==> src/rtl/pbr_pkg.sv <==
`default_nettype none
package pbr_pkg;

    localparam int unsigned SUBINTERVALS_DEF = 10;
    localparam int unsigned QUEUE_DEPTH      = 2;

    typedef struct packed {
        logic signed [31:0] bound_one;
        logic signed [31:0] bound_two;
    } in_item_t;

    typedef struct packed {
        logic signed [31:0] root;
        logic               found;
        logic               last;
    } out_item_t;

    // classified job handed from front to back
    typedef struct packed {
        logic signed [32:0] lo;
        logic        [32:0] h;
    } job_t;

    // sign of f(x) = x(x-1)(x+1)(x-2)(x+2): 1 = negative, 0 = positive or zero
    typedef struct packed {
        logic neg;
        logic zero;
    } fsign_t;

    function automatic fsign_t poly_sign(input logic signed [33:0] x);
        fsign_t s;
        logic [4:0] n;
        logic [4:0] z;
        logic signed [35:0] xe;
        xe = 36'(x);
        n[0] = xe < 0;
        z[0] = xe == 0;
        n[1] = xe < 36'sh1000000;
        z[1] = xe == 36'sh1000000;
        n[2] = xe < -36'sh1000000;
        z[2] = xe == -36'sh1000000;
        n[3] = xe < 36'sh2000000;
        z[3] = xe == 36'sh2000000;
        n[4] = xe < -36'sh2000000;
        z[4] = xe == -36'sh2000000;
        s.zero = |z;
        s.neg  = !s.zero && ^n;
        return s;
    endfunction

endpackage
`default_nettype wire

==> src/rtl/pbr_front.sv <==
`default_nettype none
// Orders bounds and derives the step width by a two-part reciprocal multiply
module pbr_front #(
    parameter int unsigned SUBINTERVALS = pbr_pkg::SUBINTERVALS_DEF
) (
    input  wire logic            clk,
    input  wire logic            rst_n,
    input  wire logic            take,
    input  wire pbr_pkg::in_item_t item,
    output logic                 idle,
    output logic                 job_valid,
    output pbr_pkg::job_t        job,
    input  wire logic            job_ready
);
    // ceil(2^SH / SUBINTERVALS) gives an exact floor quotient for any 32-bit span
    localparam int unsigned SH = 32 + $clog2(SUBINTERVALS);
    localparam logic [63:0] RECIP =
        ((64'd1 << SH) + 64'(SUBINTERVALS) - 64'd1) / 64'(SUBINTERVALS);
    localparam logic [16:0] RECIP_LO = RECIP[16:0];
    localparam logic [15:0] RECIP_HI = RECIP[32:17];

    typedef enum logic [1:0] {S_IDLE, S_MUL_LO, S_MUL_HI, S_PUSH} state_t;

    state_t state_reg;
    logic [31:0] span_reg;
    logic [48:0] acc_reg;
    logic [32:0] quo_reg;
    logic signed [32:0] lo_reg;
    logic ordered;
    logic signed [32:0] lo_pick;
    logic signed [32:0] hi_pick;
    logic [32:0] span;
    logic [48:0] prod_lo;
    logic [47:0] prod_hi;
    logic [65:0] prod_sum;

    // ordered bounds and their distance
    assign ordered = item.bound_one < item.bound_two;
    assign lo_pick = ordered ? 33'(item.bound_one) : 33'(item.bound_two);
    assign hi_pick = ordered ? 33'(item.bound_two) : 33'(item.bound_one);
    assign span    = hi_pick - lo_pick;

    // partial products of span times reciprocal
    assign prod_lo  = span_reg * RECIP_LO;
    assign prod_hi  = span_reg * RECIP_HI;
    assign prod_sum = 66'(acc_reg) + 66'({prod_hi, 17'd0});

    assign idle = state_reg == S_IDLE;
    assign job_valid = state_reg == S_PUSH;
    assign job.lo = lo_reg;
    assign job.h  = quo_reg;

    always_ff @(posedge clk or negedge rst_n)
    begin
        if (!rst_n)
        begin
            state_reg <= S_IDLE;
        end
        else
        begin
            case (state_reg)
                S_IDLE:
                begin
                    if (take)
                    begin
                        lo_reg    <= lo_pick;
                        span_reg  <= span[31:0];
                        state_reg <= S_MUL_LO;
                    end
                end
                S_MUL_LO:
                begin
                    acc_reg   <= prod_lo;
                    state_reg <= S_MUL_HI;
                end
                S_MUL_HI:
                begin
                    quo_reg   <= 33'(prod_sum >> SH);
                    state_reg <= S_PUSH;
                end
                S_PUSH:
                begin
                    if (job_ready)
                        state_reg <= S_IDLE;
                end
                default: state_reg <= S_IDLE;
            endcase
        end
    end
endmodule
`default_nettype wire

==> src/rtl/pbr_queue.sv <==
`default_nettype none
// Short job queue between front and back
module pbr_queue (
    input  wire logic          clk,
    input  wire logic          rst_n,
    input  wire logic          push,
    input  wire pbr_pkg::job_t push_data,
    output logic               full,
    output logic               empty,
    input  wire logic          pop,
    output pbr_pkg::job_t      pop_data
);
    localparam int unsigned D  = pbr_pkg::QUEUE_DEPTH;
    localparam int unsigned AW = (D > 1) ? $clog2(D) : 1;

    pbr_pkg::job_t mem [D];
    logic [AW-1:0] wp_reg;
    logic [AW-1:0] rp_reg;
    logic [AW:0]   cnt_reg;

    assign full  = cnt_reg == (AW+1)'(D);
    assign empty = cnt_reg == '0;
    assign pop_data = mem[rp_reg];

    always_ff @(posedge clk)
    begin
        if (push && !full)
            mem[wp_reg] <= push_data;
    end

    always_ff @(posedge clk or negedge rst_n)
    begin
        if (!rst_n)
        begin
            wp_reg  <= '0;
            rp_reg  <= '0;
            cnt_reg <= '0;
        end
        else
        begin
            if (push && !full)
                wp_reg <= (wp_reg == AW'(D - 1)) ? '0 : wp_reg + 1'b1;
            if (pop && !empty)
                rp_reg <= (rp_reg == AW'(D - 1)) ? '0 : rp_reg + 1'b1;
            cnt_reg <= cnt_reg + (AW+1)'(push && !full) - (AW+1)'(pop && !empty);
        end
    end
endmodule
`default_nettype wire

==> src/rtl/pbr_back.sv <==
`default_nettype none
// Scans the grid and bisects each bracketing step
module pbr_back #(
    parameter int unsigned SUBINTERVALS = pbr_pkg::SUBINTERVALS_DEF
) (
    input  wire logic          clk,
    input  wire logic          rst_n,
    input  wire logic          job_valid,
    input  wire pbr_pkg::job_t job,
    output logic               job_pop,
    output logic               result_valid,
    output pbr_pkg::out_item_t result
);
    localparam int unsigned IW = $clog2(SUBINTERVALS + 1);

    typedef enum logic [2:0] {S_IDLE, S_GRID, S_BIS, S_EMIT, S_NONE} state_t;

    state_t state_reg;
    logic [IW-1:0] idx_reg;
    logic signed [33:0] left_reg;
    logic signed [33:0] right_reg;
    logic signed [33:0] mid_reg;
    logic signed [33:0] next_reg;
    logic signed [33:0] held_reg;
    logic [33:0] h_reg;
    logic found_reg;
    logic signed [33:0] mid;
    logic signed [33:0] width;
    pbr_pkg::fsign_t sl, sr, sm;

    assign width = right_reg - left_reg;
    assign mid = left_reg + (width >>> 1);
    assign sl = pbr_pkg::poly_sign(left_reg);
    assign sr = pbr_pkg::poly_sign(right_reg);
    assign sm = pbr_pkg::poly_sign(mid);

    always_ff @(posedge clk or negedge rst_n)
    begin
        if (!rst_n)
        begin
            state_reg    <= S_IDLE;
            job_pop      <= 1'b0;
            result_valid <= 1'b0;
            idx_reg      <= '0;
            found_reg    <= 1'b0;
        end
        else
        begin
            job_pop      <= 1'b0;
            result_valid <= 1'b0;
            case (state_reg)
                S_IDLE:
                begin
                    if (job_valid && !job_pop)
                    begin
                        job_pop   <= 1'b1;
                        h_reg     <= 34'(job.h);
                        left_reg  <= 34'(job.lo);
                        right_reg <= 34'(job.lo) + 34'(job.h);
                        idx_reg   <= '0;
                        found_reg <= 1'b0;
                        state_reg <= S_GRID;
                    end
                end
                S_GRID:
                begin
                    // test one step's ends
                    if (idx_reg == IW'(SUBINTERVALS))
                    begin
                        state_reg <= found_reg ? S_EMIT : S_NONE;
                    end
                    else if (sl.neg != sr.neg && !sl.zero && !sr.zero)
                    begin
                        // keep the step's right end to resume the scan
                        next_reg  <= right_reg;
                        state_reg <= S_BIS;
                    end
                    else
                    begin
                        left_reg  <= right_reg;
                        right_reg <= right_reg + h_reg;
                        idx_reg   <= idx_reg + 1'b1;
                    end
                end
                S_BIS:
                begin
                    // one bisection step a cycle
                    mid_reg <= mid;
                    if (!sl.zero && !sm.zero && sl.neg != sm.neg)
                    begin
                        right_reg <= mid;
                        if (mid - left_reg <= 34'sd1)
                            state_reg <= S_EMIT;
                    end
                    else
                    begin
                        left_reg <= mid;
                        if (right_reg - mid <= 34'sd1)
                            state_reg <= S_EMIT;
                    end
                end
                S_EMIT:
                begin
                    if (idx_reg == IW'(SUBINTERVALS))
                    begin
                        // flush the held root as the final one
                        result_valid <= 1'b1;
                        result.root  <= held_reg[31:0];
                        result.found <= 1'b1;
                        result.last  <= 1'b1;
                        state_reg    <= S_IDLE;
                    end
                    else
                    begin
                        // previous root, if any, goes out non-final
                        if (found_reg)
                        begin
                            result_valid <= 1'b1;
                            result.root  <= held_reg[31:0];
                            result.found <= 1'b1;
                            result.last  <= 1'b0;
                        end
                        held_reg  <= mid_reg;
                        found_reg <= 1'b1;
                        state_reg <= S_GRID;
                        idx_reg   <= idx_reg + 1'b1;
                        left_reg  <= next_reg;
                        right_reg <= next_reg + h_reg;
                    end
                end
                S_NONE:
                begin
                    result_valid <= 1'b1;
                    result.root  <= '0;
                    result.found <= 1'b0;
                    result.last  <= 1'b1;
                    state_reg    <= S_IDLE;
                end
                default: state_reg <= S_IDLE;
            endcase
        end
    end
endmodule
`default_nettype wire

==> src/rtl/polynomial_bisection_root_finder_core.sv <==
`default_nettype none
// The front end orders the bounds and forms the step width by reciprocal multiply;
// the back end then scans each grid step, bisects each bracketing step and emits
// one result per root found, or a single no-root result.
// The front end takes a new transaction only once its previous job has entered the
// queue; the back end works one transaction at a time.
// Results cannot be stalled. Reset (rst_n, async) clears all control state.
module polynomial_bisection_root_finder_core #(
    parameter int unsigned SUBINTERVALS = pbr_pkg::SUBINTERVALS_DEF
) (
    input  wire logic                clk,
    input  wire logic                rst_n,
    input  wire logic                start,
    input  wire pbr_pkg::in_item_t   item,
    output logic                     busy,
    output logic                     strobe,
    output pbr_pkg::out_item_t       result
);
    logic f_idle, f_valid, q_full, q_empty, b_pop;
    pbr_pkg::job_t f_job, q_job;

    assign busy = !f_idle;

    pbr_front #(.SUBINTERVALS(SUBINTERVALS)) u_front (
        .clk(clk), .rst_n(rst_n), .take(start && f_idle), .item(item),
        .idle(f_idle), .job_valid(f_valid), .job(f_job), .job_ready(!q_full)
    );

    pbr_queue u_queue (
        .clk(clk), .rst_n(rst_n), .push(f_valid), .push_data(f_job),
        .full(q_full), .empty(q_empty), .pop(b_pop), .pop_data(q_job)
    );

    pbr_back #(.SUBINTERVALS(SUBINTERVALS)) u_back (
        .clk(clk), .rst_n(rst_n), .job_valid(!q_empty), .job(q_job),
        .job_pop(b_pop), .result_valid(strobe), .result(result)
    );
endmodule
`default_nettype wire

==> config.mk <==
export PLATFORM = sky130hd
export DESIGN_NAME = polynomial_bisection_root_finder_core
export DESIGN_NICKNAME = d
export VERILOG_FILES = /design/src/rtl/pbr_pkg.sv /design/src/rtl/pbr_front.sv /design/src/rtl/pbr_queue.sv /design/src/rtl/pbr_back.sv /design/src/rtl/polynomial_bisection_root_finder_core.sv
export SDC_FILE = /design/constraint.sdc
export NUM_CORES = 2
export LEC_CHECK = 0
export BUFFER_PORTS_ARGS = -buffer_cell sky130_fd_sc_hd__buf_4
export CAP_MARGIN = 10
export CORE_MARGIN = 4
export CORE_UTILIZATION = 60
export CTS_CLUSTER_DIAMETER = 60
export CTS_CLUSTER_SIZE = 10
export DETAILED_ROUTE_END_ITERATION = 10
export PLACE_DENSITY = 0.77
export SYNTH_ARGS = -nofsm -noshare
export SYNTH_HDL_FRONTEND = slang
export SYNTH_HIERARCHICAL = 1
export SYNTH_SLANG_ARGS = --single-unit
==> constraint.sdc <==
create_clock -name clk -period 9.8 [get_ports clk]
set_clock_uncertainty 0.1 [all_clocks]
set_input_delay 1.96 -clock clk [delete_from_list [all_inputs] [get_ports clk]]
set_output_delay 1.96 -clock clk [all_outputs]
set_load 0.02 [all_outputs]
# Word-level counts from Yosys, hierarchy flattened
# Memory sizes are Yosys's and may differ from the RTL's.
# Cells that the tools add are included.
[word_totals]
reg_bits = 392
latchBits = 0
n_memories = 1
ramBits = 126
elab_cells = 187
in_bits = 67
mem_bits_ro = 0
[classes]
magnitude_cmp = 18
eq_ne = 35
bitwise = 1
multipliers = 2
n_reduce_logical = 48
div_mod_pow = 0
n_shift = 0
n_addsub = 14
muxes = 46
[mem_list]
columns = ["name", "words", "width", "rd", "rd_clocked_by_memory_dff", "write_ports", "line", "rtl"]
rows = [
  ["u_queue.mem", 2, 63, 1, 0, 1, "pbr_queue.sv:16", "pbr_pkg::job_t mem [D];"],
]
[ops]
columns = ["operator", "count"]
rows = [
  ["two-way mux 34 bit", 12],
  ["case mux 34 bit (4 select lines)", 2],
  ["equality test 34 x 26 -> 1 bit (second input constant)", 6],
  ["< comparator 34 x 26 -> 1 bit (second input constant)", 6],
  ["adder 34 x 33 -> 34 bit", 4],
  ["zero test 36 bit", 3],
  ["equality test 34 x 25 -> 1 bit (second input constant)", 3],
  ["equality test 34 x 27 -> 1 bit (second input constant)", 3],
  ["< comparator 34 x 1 -> 1 bit (second input constant)", 3],
  ["< comparator 34 x 25 -> 1 bit (second input constant)", 3],
  ["< comparator 34 x 27 -> 1 bit (second input constant)", 3],
  ["subtractor 34 bit", 3],
  ["less-or-equal comparator 34 x 2 -> 1 bit (second input constant)", 2],
  ["case mux 34 bit (2 select lines)", 1],
  ["adder 49 x 65 -> 66 bit", 1],
  ["multiplier 32 x 16 -> 48 bit (second input constant)", 1],
  ["multiplier 32 x 14 -> 46 bit (second input constant)", 1],
  ["two-way mux 33 bit", 1],
  ["< comparator 32 bit", 1],
  ["two-way mux 32 bit", 1],
  ["subtractor 32 bit", 1],
  ["two-way mux 3 bit", 7],
  ["two-way mux 4 bit", 4],
  ["AND reduction 3 bit", 5],
  ["35 further kinds", 87],
]

# Depth between registers and ports, before layout
[depth]
ltp_word = 10
mapped_depth = 40
ltp_nobuf = 39

# Cells and area by module
# Netlist, hierarchy kept.
[by_module_without_submodules]
columns = ["mod", "area_each_um2", "cells_each", "instances"]
rows = [
  ["pbr_front", 22385.2, 2341, 1],
  ["pbr_back", 21195.3, 2321, 1],
  ["pbr_queue", 5073.6, 223, 1],
  ["polynomial_bisection_root_finder_core", 17.5, 4, 1],
]

# Worst setup path after synthesis
# OpenSTA, ideal clock, no wires.
[synth_timing]
path_type = "reg-to-reg"
from = "reg u_back.left_reg[0]"
to = "reg u_back.left_reg[0] (enable)"
slack_ns = 2.032
stages_incl_launch_ff = 31
setup_time_ns = 0.437
period_less_slack_ns = 7.768
arrival_ns = 7.232
path_cell_list = "edfxtp_1 nor2b_1 fa_1 nor2b_1 o21a_1 o21ai_0 a31oi_1 o21ai_0 a21boi_0 o21ai_0 a41oi_1 o21bai_1 a31o_2 o21bai_1 a211oi_1 nor3_1 ha_1 clkbuf_1 nand2_1 nor2_1 nor3b_1 and2_1 a211oi_1 nor2_1 xor2_2 inv_1 nor4_1 nand3_1 o2111a_1 a211o_1 a21oi_1"
[synth_between]
elab_chain_cells = 10
[synth_rtl]
columns = ["element", "line", "rtl"]
rows = [
  ["from (decl)", "pbr_back.sv:20", "logic signed [33:0] left_reg;"],
  ["from (signal assigned)", "pbr_back.sv:58", "left_reg <= 34'(job.lo);"],
  ["from (signal assigned)", "pbr_back.sv:80", "left_reg <= right_reg;"],
  ["from (signal assigned)", "pbr_back.sv:97", "left_reg <= mid;"],
  ["parallel branches: the longest is 9 deep, another holds subtractor 34 bit", "n/a", ""],
  ["AND reduction 7 bit (no line) *", "n/a", ""],
]
# Mark *: on every way between the ends.
# A chain may end at the register's enable or synchronous reset.

# Worst setup path in the final report
[layout_timing]
from = "reg u_back.right_reg[1]"
to = "reg u_back.state_reg[0]"
[layout_between]
elab_chain_cells = 10
[layout_rtl]
columns = ["element", "line", "rtl"]
rows = [
  ["from (decl)", "pbr_back.sv:21", "logic signed [33:0] right_reg;"],
  ["from (signal assigned)", "pbr_back.sv:59", "right_reg <= 34'(job.lo) + 34'(job.h);"],
  ["from (signal assigned)", "pbr_back.sv:81", "right_reg <= right_reg + h_reg;"],
  ["from (signal assigned)", "pbr_back.sv:91", "right_reg <= mid;"],
  ["parallel branches: the longest is 10 deep, another holds subtractor 34 bit", "n/a", ""],
  ["to (signal assigned)", "pbr_back.sv:70", "state_reg <= found_reg ? S_EMIT : S_NONE;"],
  ["to (decl)", "pbr_back.sv:18", "state_t state_reg;"],
]
# Parallel ways; which one is timed is not known.

==> results.json <==
{
  "status": "completed",
  "htreeDepth": 3,
  "gp_congestion": 0.988,
  "start_util_pct": 60.5,
  "fmax_mhz": 110,
  "top_register": "u_queue/mem",
  "hp-class": "register to register",
  "cp.arrival_ns": 9.52,
  "post-cts-setup-buffers": 0,
  "drt_iter0_drc": 3180,
  "cts_buffer_depth": 3,
  "ys_ff_latch": 505,
  "finalHoldViolCount": 0,
  "period_minus_slack_ns": 9.09,
  "firstDrtPassIters": 6,
  "synth_edf_count": 489,
  "start_kind": "register",
  "cts_resized": 0,
  "holdBufCountCts": 0,
  "syn_inst": 4889,
  "rsz0062_at_grt": "no",
  "setup_viol": 0,
  "rows": 104,
  "worst_pin_slew_ns": 1.10,
  "grt-ovfl-total": 0,
  "synthDistinctLibCells": 116,
  "worst_path_most_repeated_cell": "o21ai_0",
  "required_ns": 10.23,
  "worst-path-max-fanout": 8,
  "grt_util_all_layers_pct": 33.3,
  "routed_wl_um": 145000,
  "vias": 37700,
  "core_area_mm2": 0.0804,
  "ys_top_cells_by_area": "edfxtp_1 30%, ha_1 14%, fa_1 12%",
  "async_reset_ff_share_pct": 3.17,
  "grt_pass1_vias": 37900,
  "critPathCaptureType": "register",
  "hpwl_um": 119000,
  "io_pins": 103,
  "yosysWarnings": 6,
  "vias_per_cell": 6.20,
  "cts_sinks": 505,
  "synth_top_cell_area_share_pct": 30.2,
  "area_delta_synth_final_pct": 8.51,
  "final_max_slew_viol_count": 0,
  "largest_reg_flops": 132,
  "synth_area_leader_cell": "edfxtp_1",
  "cts.clk_slew.worst_paths_ns": 0.05,
  "diodes": 0,
  "drive_above_1_share_pct": 8.94,
  "ys.flop_type": "edfxtp_1",
  "route.detailed.drc": 0,
  "startpoint": "u_back/right_reg[1]",
  "antenna_found_initial": 0,
  "synth_area_mm2": 0.0487,
  "crit_type": "register to register",
  "die-area_mm2": 0.0857,
  "critPathMaxStageDelay_ns": 0.49,
  "slew_headroom_pct": 26.5,
  "crit_slowest_cell": "edfxtp_1",
  "clockRootBuffer": "clkbuf_16",
  "cts_buffers": 69,
  "timing.rr.start": "u_back/right_reg[1]",
  "syn_avg_cell_area_um2": 9.96,
  "fillers": 6432,
  "drv_cap": 0,
  "wl_per_cell_um": 23.9,
  "die_w_um": 293,
  "seq_area_frac_synth_pct": 31.0,
  "setup_tns_ns": 0,
  "grt_max_degree": 65,
  "clk_latency_ns": 0.62,
  "fin_crit_sh_pct": 92.8,
  "grt_pass1_wl_um": 220000,
  "io_buffers": 102,
  "hold_path_startpoint": "u_back/mid_reg[22]",
  "post-route-util_pct": 65.7,
  "die_h_um": 293,
  "cts_tree": "yes",
  "nets": 5878,
  "ant_nets": 0
}
[path summary, 6_finish.rpt]
check | to | slack, ns | cells past startpoint
max | u_back/state_reg[0] | 0.71 | 39
min | u_back/held_reg[22] | 0.31 | 0
max reg2reg | u_back/state_reg[0] | 0.71 | 39
min reg2reg | u_back/held_reg[22] | 0.31 | 0
max in group asynchronous | u_back/state_reg[0] | 8.16 | 1
min in group asynchronous | u_back/result_valid | 1.15 | 1
[worst max-delay path, delay by kind of cell (launching register included)]
kind                       cells  cell delay, ns
AOI/OAI and AO/OA             19            4.11
xor gates and xnor gates       1            0.35
adders and majority gates      3            1.28
buffers and inverters          2            0.34
DFF                            1            0.49
muxes                          1            0.20
and+or+nand+nor               13            2.11
[cells in the final DEF (no fill, tap or decap), types with 68 or more instances in the layout]
| master | count |
|---|---|
| a21o_1 | 135 |
| a21oi_1 | 319 |
| buf_4 | 150 |
| clkbuf_16 | 69 |
| edfxtp_1 | 489 |
| fa_1 | 297 |
| ha_1 | 531 |
| inv_1 | 718 |
| mux2_2 | 74 |
| nand2_1 | 265 |
| nand2b_1 | 68 |
| nand3_1 | 75 |
| nor2_1 | 268 |
| o21ai_0 | 222 |
| xnor2_1 | 162 |
| xor2_1 | 89 |
[per-stage QoR]
| stage | hold slack, ns | setup WS, ns | instance area (um^2) | std cells |
|---|---|---|---|---|
| after global placement | 0.301 | 0.846 | 50600 | 5972 |
| after global routing | 0.319 | 0.00403 | 52800 | 6082 |
| after CTS | 0.316 | 0.663 | 52800 | 6082 |
| final | 0.314 | 0.710 | 52800 | 6082 |
| after floorplan | 0.300 | 2.03 | 48700 | 4891 |
| after detailed placement | 0.305 | 0.728 | 50600 | 5972 |
[cell type report]
class | count | area, um^2 | area share [%]
timing repair buffer | 150 | 1130 | 2.13
sequential | 505 | 15100 | 28.6
clock buffer | 83 | 1800 | 3.41
tap | 1060 | 1330 | 2.51
clock inverter | 27 | 379 | 0.718
multi-input combinational | 3535 | 30400 | 57.5
inverter | 722 | 2710 | 5.13
[synthesized netlist by cell type (35+ instances only)]
| cell type | count |
|---|---|
| inv_1 | 718 |
| ha_1 | 531 |
| edfxtp_1 | 489 |
| a21oi_1 | 320 |
| fa_1 | 297 |
| nor2_1 | 273 |
| nand2_1 | 265 |
| o21ai_0 | 222 |
| xnor2_1 | 162 |
| a21o_1 | 136 |
| xor2_1 | 90 |
| clkbuf_1 | 88 |
| nand3_1 | 75 |
| mux2_2 | 74 |
| and2_1 | 68 |
| nand2b_1 | 68 |
| nor3_1 | 59 |
| mux2i_1 | 54 |
| nand4_1 | 54 |
| nor2b_1 | 45 |
| nor4_1 | 36 |
| o21a_1 | 35 |
[layer usage]
metal | global-route usage, % | part of all wire, % | vias up
met1 | 40.6 | 39 | 18200
li1 | - | - | 17700
met3 | 3.90 | 5.7 | 379
met4 | 20.6 | 7.6 | 0
met2 | 56.8 | 48 | 1466
met5 | 0 | 0 | -
[logic make-up after synthesis]
| logic type | Yosys count | share of synthesized area (%) |
|---|---|---|
| buf+inv | 851 | 6.77 |
| mux | 159 | 3.78 |
| fa+ha+maj | 834 | 26.0 |
| compound gates | 1191 | 16.5 |
| other cells | 1 | 0.00770 |
| flops | 505 | 31.0 |
| simple gates | 1092 | 11.3 |
| xor+xnor | 256 | 4.69 |
Power is left out: the tool's default activity adds up to more than one toggle a clock period on the data nets, which glitch-free logic cannot reach.
